File: src/rtl/core/csfr_pkg.sv
// Shared constants and result type for the sensor frame receiver.
`timescale 1ns / 1ps

package csfr_pkg;

    localparam int unsigned FRAME_LEN_DEF = 9;
    localparam int unsigned BYTE_W        = 8;
    localparam int unsigned PAYLOAD_W     = 56;
    localparam int unsigned POS_W         = 4;

    localparam logic [BYTE_W-1:0] HEADER_BYTE = 8'hFF;

    typedef struct packed {
        logic                 frame_ok;
        logic                 frame_bad;
        logic [PAYLOAD_W-1:0] payload;
        logic [POS_W-1:0]     position;
    } t_result;

endpackage

File: src/rtl/core/csfr_frame_track.sv
// Header hunt, byte count, running checksum and payload shift register.
`timescale 1ns / 1ps

module csfr_frame_track
    import csfr_pkg::*;
#(
    parameter int unsigned FRAME_LEN = FRAME_LEN_DEF
) (
    input  logic              i_clk,
    input  logic              i_rst_n,
    input  logic              i_take,
    input  logic [BYTE_W-1:0] i_rx_byte,
    output t_result           o_result
);

    localparam logic [POS_W-1:0] LastPos = POS_W'(FRAME_LEN - 1);

    logic [POS_W-1:0]     r_pos,   n_pos;
    logic [BYTE_W-1:0]    r_sum,   n_sum;
    logic [PAYLOAD_W-1:0] r_shift, n_shift;
    logic [BYTE_W-1:0]    expect_sum;

    assign expect_sum = BYTE_W'(~r_sum + 1'b1);

    always_comb begin
        n_pos              = r_pos;
        n_sum              = r_sum;
        n_shift            = r_shift;
        o_result.frame_ok  = 1'b0;
        o_result.frame_bad = 1'b0;
        o_result.payload   = '0;
        if (r_pos == '0) begin
            if (i_rx_byte == HEADER_BYTE) begin
                n_pos   = POS_W'(1);
                n_sum   = '0;
                n_shift = '0;
            end
        end else if (r_pos < LastPos) begin
            n_sum   = r_sum + i_rx_byte;
            n_shift = {r_shift[PAYLOAD_W-BYTE_W-1:0], i_rx_byte};
            n_pos   = r_pos + POS_W'(1);
        end else begin
            // checksum byte, also taken when the count is out of range
            o_result.frame_ok  = (i_rx_byte == expect_sum);
            o_result.frame_bad = (i_rx_byte != expect_sum);
            o_result.payload   = r_shift;
            n_pos              = '0;
        end
        o_result.position = n_pos;
    end

    always_ff @(posedge i_clk) begin
        if (!i_rst_n) begin
            r_pos   <= '0;
            r_sum   <= '0;
            r_shift <= '0;
        end else if (i_take) begin
            r_pos   <= n_pos;
            r_sum   <= n_sum;
            r_shift <= n_shift;
        end
    end

endmodule

File: src/rtl/core/csfr_out_buf.sv
// Result register with a skid entry so one more input is taken while output is stalled.
`timescale 1ns / 1ps

module csfr_out_buf
    import csfr_pkg::*;
(
    input  logic    i_clk,
    input  logic    i_rst_n,
    input  logic    i_push,
    input  t_result i_result,
    input  logic    i_stall,
    output logic    o_full,
    output logic    o_valid,
    output t_result o_result
);

    logic    r_out_valid;
    logic    r_skid_valid;
    t_result r_out;
    t_result r_skid;
    logic    pop;

    assign pop      = r_out_valid && !i_stall;
    assign o_full   = r_skid_valid;
    assign o_valid  = r_out_valid;
    assign o_result = r_out;

    always_ff @(posedge i_clk) begin
        if (!i_rst_n) begin
            r_out_valid  <= 1'b0;
            r_skid_valid <= 1'b0;
        end else if (r_skid_valid) begin
            if (pop) begin
                r_skid_valid <= 1'b0;
            end
        end else if (i_push) begin
            if (r_out_valid && !pop) begin
                r_skid_valid <= 1'b1;
            end else begin
                r_out_valid <= 1'b1;
            end
        end else if (pop) begin
            r_out_valid <= 1'b0;
        end
    end

    always_ff @(posedge i_clk) begin
        if (r_skid_valid) begin
            if (pop) begin
                r_out <= r_skid;
            end
        end else if (i_push) begin
            if (r_out_valid && !pop) begin
                r_skid <= i_result;
            end else begin
                r_out <= i_result;
            end
        end
    end

endmodule

File: src/rtl/core/checksummed_sensor_frame_receiver_unit.sv
// Each byte transfer's result is registered in the result register, or in the skid entry while the output is stalled.
// Throughput: one byte per cycle while o_stall is low.
// A skid entry behind the result register keeps input flowing for one stalled
// result; input stalls only while both entries are held.
// Reset (synchronous, active low) returns to header hunt with an empty output.
`timescale 1ns / 1ps

module checksummed_sensor_frame_receiver_unit
    import csfr_pkg::*;
#(
    parameter int unsigned FRAME_LEN = FRAME_LEN_DEF
) (
    input  logic                 i_clk,
    input  logic                 i_rst_n,
    input  logic                 i_valid,
    output logic                 o_stall,
    input  logic [BYTE_W-1:0]    i_rx_byte,
    output logic                 o_valid,
    input  logic                 i_stall,
    output logic                 o_frame_ok,
    output logic                 o_frame_bad,
    output logic [PAYLOAD_W-1:0] o_payload,
    output logic [POS_W-1:0]     o_position
);

    logic    take;
    logic    full;
    t_result res;
    t_result out_res;

    assign o_stall = full;
    assign take    = i_valid && !full;

    csfr_frame_track #(
        .FRAME_LEN(FRAME_LEN)
    ) u_track (
        .i_clk     (i_clk),
        .i_rst_n   (i_rst_n),
        .i_take    (take),
        .i_rx_byte (i_rx_byte),
        .o_result  (res)
    );

    csfr_out_buf u_out (
        .i_clk    (i_clk),
        .i_rst_n  (i_rst_n),
        .i_push   (take),
        .i_result (res),
        .i_stall  (i_stall),
        .o_full   (full),
        .o_valid  (o_valid),
        .o_result (out_res)
    );

    assign o_frame_ok  = out_res.frame_ok;
    assign o_frame_bad = out_res.frame_bad;
    assign o_payload   = out_res.payload;
    assign o_position  = out_res.position;

endmodule
File: config.mk
export PLATFORM = sky130hd
export DESIGN_NAME = checksummed_sensor_frame_receiver_unit
export DESIGN_NICKNAME = d
export VERILOG_FILES = /design/src/rtl/core/csfr_pkg.sv /design/src/rtl/core/csfr_frame_track.sv /design/src/rtl/core/csfr_out_buf.sv /design/src/rtl/core/checksummed_sensor_frame_receiver_unit.sv
export SDC_FILE = /design/constraint.sdc
export NUM_CORES = 1
export LEC_CHECK = 0
export CORE_ASPECT_RATIO = 1.5
export CORE_MARGIN = 5
export CORE_UTILIZATION = 55
export CTS_BUF_LIST = sky130_fd_sc_hd__clkbuf_8
export CTS_CLUSTER_DIAMETER = 150
export DETAILED_ROUTE_END_ITERATION = 16
export DONT_BUFFER_PORTS = 1
export PLACE_DENSITY = 0.7
export SLEW_MARGIN = 40
export SYNTH_ARGS = -nofsm -noshare
export SYNTH_HDL_FRONTEND = slang
export SYNTH_SLANG_ARGS = --single-unit
File: constraint.sdc
create_clock -name i_clk -period 5.2 [get_ports i_clk]
set_input_delay 1.04 -clock i_clk [delete_from_list [all_inputs] [get_ports i_clk]]
set_output_delay 1.04 -clock i_clk [all_outputs]
set_load 0.1 [all_outputs]
Word-level counts from Yosys, hierarchy flattened
Index checks and enable logic that the tools add are counted.
{"block": "word_totals", "out_inout_bits": 64, "register_bits": 194}
{"block": "classes", "n_eq_ne": 7, "n_addsub": 3, "order_cmp": 1, "n_bitwise": 2, "reduce_logical": 14, "n_mux": 22}
{"op": "$mux W62", "count": 4}
{"op": "$mux W56", "count": 3}
{"op": "$mux W58", "count": 2}
{"op": "$mux W8", "count": 3}
{"op": "$mux W4", "count": 3}
{"op": "$reduce_and A3 Y1", "count": 4}
{"op": "$add A8 B1 Y8 const B", "count": 1}
{"op": "$add A8 B8 Y8", "count": 1}
{"op": "$eq A8 B8 Y1", "count": 1}
{"op": "$eq A8 B8 Y1 const B", "count": 1}
{"op": "$ne A8 B8 Y1", "count": 1}
{"op": "$not A8 Y8", "count": 1}
{"op": "$mux W1", "count": 7}
{"op": "$ne A2 B2 Y1 const B", "count": 3}
{"op": "$reduce_bool A2 Y1", "count": 3}
{"op": "$add A4 B1 Y4 const B", "count": 1}
{"op": "$logic_not A4 Y1", "count": 1}
{"op": "$lt A4 B4 Y1 const B", "count": 1}
{"op": "$logic_and A1 B1 Y1", "count": 3}
{"op": "$logic_not A1 Y1", "count": 3}
{"op": "$ne A2 B1 Y1 const B", "count": 1}
{"op": "$not A1 Y1", "count": 1}

Logic depth before layout (Yosys ltp)
{"block": "logic_depth", "depth_word": 8, "depth_mapped": 9, "depth_no_buf": 8}

Hierarchy
Synthesis repeated with hierarchy kept, for this count alone.
{"block": "unflattened", "cells_unflattened": 621, "hier_area_um2": 8336.7}
{"module": "csfr_out_buf", "n_inst": 1, "area_per_inst_um2": 4722.0, "cells_per_inst": 206, "seq_area_each_um2": 3763.6}
{"module": "csfr_frame_track", "n_inst": 1, "area_per_inst_um2": 3601.0, "cells_per_inst": 414, "seq_area_each_um2": 1361.3}
{"module": "checksummed_sensor_frame_receiver_unit", "n_inst": 1, "area_per_inst_um2": 13.8, "cells_per_inst": 1, "seq_area_each_um2": 0.0}

Worst setup path after synthesis
OpenSTA, ideal clock, no wires.
{"block": "synth_timing", "path_kind": "register -> register", "from": "register u_out.r_skid_valid, in the netlist u_out.o_full", "to": "register u_out.r_out (netlist bit u_out.o_result[0]) (enable)", "t_arrival_ps": 4613, "setup_time_ps": 502, "path_slack_ps": 85, "path_stages_with_launch": 6, "period_less_slack_ps": 5115, "path_cell_list": "dfxtp_1 > clkbuf_1 > buf_6 > buf_6 > a21oi_1 > a21oi_1"}
{"block": "synth_via", "elab_chain_len": 4}
{"element": "start: declaration", "line_no": "csfr_out_buf.sv:18", "rtl": "logic r_skid_valid;"}
{"element": "start signal: assignment", "line_no": "csfr_out_buf.sv:31", "rtl": "r_skid_valid <= 1'b0;"}
{"element": "start signal: assignment", "line_no": "csfr_out_buf.sv:34", "rtl": "r_skid_valid <= 1'b0;"}
{"element": "start signal: assignment", "line_no": "csfr_out_buf.sv:38", "rtl": "r_skid_valid <= 1'b1;"}
{"element": "$logic_not A1 Y1", "line_no": "checksummed_sensor_frame_receiver_unit.sv:32", "rtl": "assign take = i_valid && !full;"}
{"element": "$logic_and A1 B1 Y1", "line_no": "checksummed_sensor_frame_receiver_unit.sv:32"}
{"element": "$reduce_bool A2 Y1 (no line)"}
{"element": "$reduce_and A3 Y1 (no line) (*)"}
{"element": "end signal: assignment", "line_no": "csfr_out_buf.sv:50", "rtl": "r_out <= r_skid;"}
{"element": "end signal: assignment", "line_no": "csfr_out_buf.sv:56", "rtl": "r_out <= i_result;"}
{"element": "end: declaration", "line_no": "csfr_out_buf.sv:19", "rtl": "t_result r_out;"}
Mark *: on every way between the ends. The rest lies on a longest branch, timed or not.
A chain may end at the register's enable or synchronous reset.

Worst setup path in the final report
{"block": "layout_timing", "from": "register u_track.r_pos[0]", "to": "register u_track.r_shift[4]"}
{"block": "layout_via", "elab_chain_len": 3}
{"element": "start: declaration", "line_no": "csfr_frame_track.sv:18", "rtl": "logic [POS_W-1:0] r_pos, n_pos;"}
{"element": "start signal: assignment", "line_no": "csfr_frame_track.sv:58", "rtl": "r_pos <= n_pos;"}
{"element": "$lt A4 B4 Y1 or $logic_not A4 Y1 (tied branches)", "line_no": "csfr_frame_track.sv:38, csfr_frame_track.sv:32"}
{"element": "$reduce_bool A2 Y1 (no line) or $ne A2 B2 Y1 (tied branches)"}
{"element": "$reduce_and A3 Y1 (no line)"}
{"element": "end signal: assignment", "line_no": "csfr_frame_track.sv:60", "rtl": "r_shift <= n_shift;"}
{"element": "end: declaration", "line_no": "csfr_frame_track.sv:20", "rtl": "logic [PAYLOAD_W-1:0] r_shift, n_shift;"}
Several ways; a longest one is shown, not always the timed one.

==> run metrics <==
status finished clean; Diodes inserted 0; Area Growth Syn to Fin 11.5%; critical path fanouts, max 33; Rows 54; pin count of the biggest net entering global routing 76; hold bufs inserted after CTS 0; worst vdd ir 0.000174 V; CTS tree built; share of power burned in combinational logic 0.100; Area contributors post-synth edfxtp_1 46%, dfxtp_1 17%, mux2_2 8.5%; cts repair resizes 0; number of enable flip-flop cells after synthesis 124; Wirelength per Cell 18.6 um; grt total ovfl 0; synthesized instance count 606; DR vias 4676; Synth Net Count 629; cell taking the most area after synthesis edfxtp_1; Async SR Flop Fraction 0; Detail Route Antenna Nets 0; sequential share of the synthesized area 0.635; Initial Util 0.559; Final GP Congestion 0.852; initial antenna violation count 0; Die W 109 um; total clock sinks 194; final wirelength 15200 um; final instance area 0.00900 mm^2; number of synthesized register bits 194; global-route wire length before repair 24700 um; Final HPWL DP 10000 um; clock skew 0.0173 ns; Synth Cell Area 0.00808 mm^2; commonest non-fill, non-tap cell in the layout edfxtp_1; routed length on met3 531 um; max_slew headroom 0.400; Hold Fails Final Rpt 0; Longest Clk Path Bufs 2; Switch Pwr 1.03 mW; total track usage 0.185; NumNets Final 631; chip height 158 um; Unique masters post-synth 55; Static Leak 3.18 nW; Clock Power Share 0.315; DRC 0; post-route minimum period 2.63 ns; Post-synth top flop edfxtp_1; Cell Pwr Density 374 mW/mm^2; Critical Path End Type flop; Seq pwr share 0.584; Worst setup SP type flop; DIE AREA 0.0173 mm^2; Total Neg Setup Slack 0 ns; Sw Share 0.307; total power 3.37 mW; RSZ-0062 raised after global routing no; layout cell share with drive strength beyond 1 0.201; Root Buffer clkbuf_8; vias in the first global route 4761; commonest non-fill, non-tap cells in the layout 124 x edfxtp_1, 68 x dfxtp_1, 61 x mux2_2; # IOs 76; actual slew at the worst max-slew pin 0.902 ns; DR WL met2 8010 um; Synth warnings 0; CTS clk-pin slew, worst paths 0.10 ns; max cap viols 0; DP Area 0.00839 mm^2; Metal-1 WL 6390 um; f_max 0.380 GHz; H-tree Lvls 4; starting DRC count in detailed routing 257; Post-CTS Setup Inserts 0; Port-buffer cells 0; Avg Cell Area, Syn 13.3 um^2; Yosys top cell area share 0.461; clock buffers created by TritonCTS 17; Min-Delay Path Class flop to flop; cell internal pwr 2.33 mW; final slew viol count 0; core area 0.0145 mm^2; CP arrival 3.02 ns; crit share post-route 0.506; CP Class flop to flop; Top Layer Used met4; Worst-Skew Late Latency 0.46 ns; WP data required 5.59 ns; via-per-instance ratio 5.72; final setup fails 0; drt pass-1 iters 5
cells by family after synthesis:
group / Yosys count / synth area share
fa+ha+maj: 11 / 0.0180
simple gates: 178 / 0.129
flops: 194 / 0.635
xor+xnor: 12 / 0.0130
compound gates: 104 / 0.0965
buf+inv: 46 / 0.0240
mux: 61 / 0.0851
per-layer routing:
layer / up-vias / GRT usage
met4: 0 / 0.0632
met5: - / 0
met2: 100 / 0.321
li1: 2232 / -
met3: 21 / 0.0471
met1: 2323 / 0.223
state kept, by name, indices dropped and copies added, names as in the netlist:
signal and cells:
u_out.r_skid 62, u_out.o_valid 1, u_track.r_sum 8, u_out.o_full 1, u_out.o_result 62, u_track.r_shift 56
u_track.r_pos 4
power groups by stage:
stage	clock (mW)	sequential [mW]	combinational, mW
6_report	1.06	1.97	0.337
5_1_grt	1.16	1.97	0.363
2_1_floorplan	0	2.05	0.200
4_1_cts	1.09	1.99	0.294
3_3_place_gp	0	2.07	0.219
3_5_place_dp	0	2.03	0.292
worst paths after layout:
| path | startpoint | to | slack [ns] | cells past startpoint |
|---|---|---|---|---|
| max | u_track.r_pos[0] | u_track.r_shift[4] | 2.57 | 8 |
| min | u_track.r_shift[51] | u_track.r_shift[51] | 0.46 | 2 |
| max reg2reg | u_track.r_pos[0] | u_track.r_shift[4] | 2.57 | 8 |
| min reg2reg | u_track.r_shift[51] | u_track.r_shift[51] | 0.46 | 2 |
critical path: stages, from the launching register on:
cell and delay, ns:
dfxtp_1 0.37, inv_1 0.10, ha_1 0.23, nor2b_1 0.18, or2_2 0.37, nor2_4 0.51
buf_4 0.45, a22oi_1 0.17, nor2b_1 0.16
cells in the mapped netlist, drive strengths merged, types with 3 or more instances:
master    n
xor2      5
dfxtp    70
nand2b    4
mux2     61
and2     57
a21oi     7
a22oi    52
nor2b    57
clkbuf   30
xnor2     7
ha       10
or3       5
nand4     3
nor3      3
nor2      6
nand3    12
inv       9
nand2    21
a21boi   10
o21a      3
o21ai     9
edfxtp  124
a21o      4
buf       7
o211a     3
per-stage QoR:
step / utilization / setup WS, ns / cells / hold slack, ns
after floorplan: - / 0.0851 / 606 / 0.426
after global placement: 0.568 / 2.18 / 769 / 0.445
after detailed placement: 0.580 / 2.14 / 778 / 0.449
after CTS: 0.611 / 2.59 / 810 / 0.465
after global routing: 0.623 / 2.41 / 817 / 0.489
final: 0.623 / 2.57 / 817 / 0.459
final cells by class:
cell class / instances / area [um^2]
Tap cell: 196 / 245
Inverter: 9 / 33.8
Fill cell: 1127 / 5450
Clock buffer: 17 / 234
Timing Repair Buffer: 20 / 365
Clock inverter: 15 / 213
Multi-Input combinational cell: 366 / 2780
Sequential cell: 194 / 5130
No activity file was read; power rests on OpenSTA's default activity.
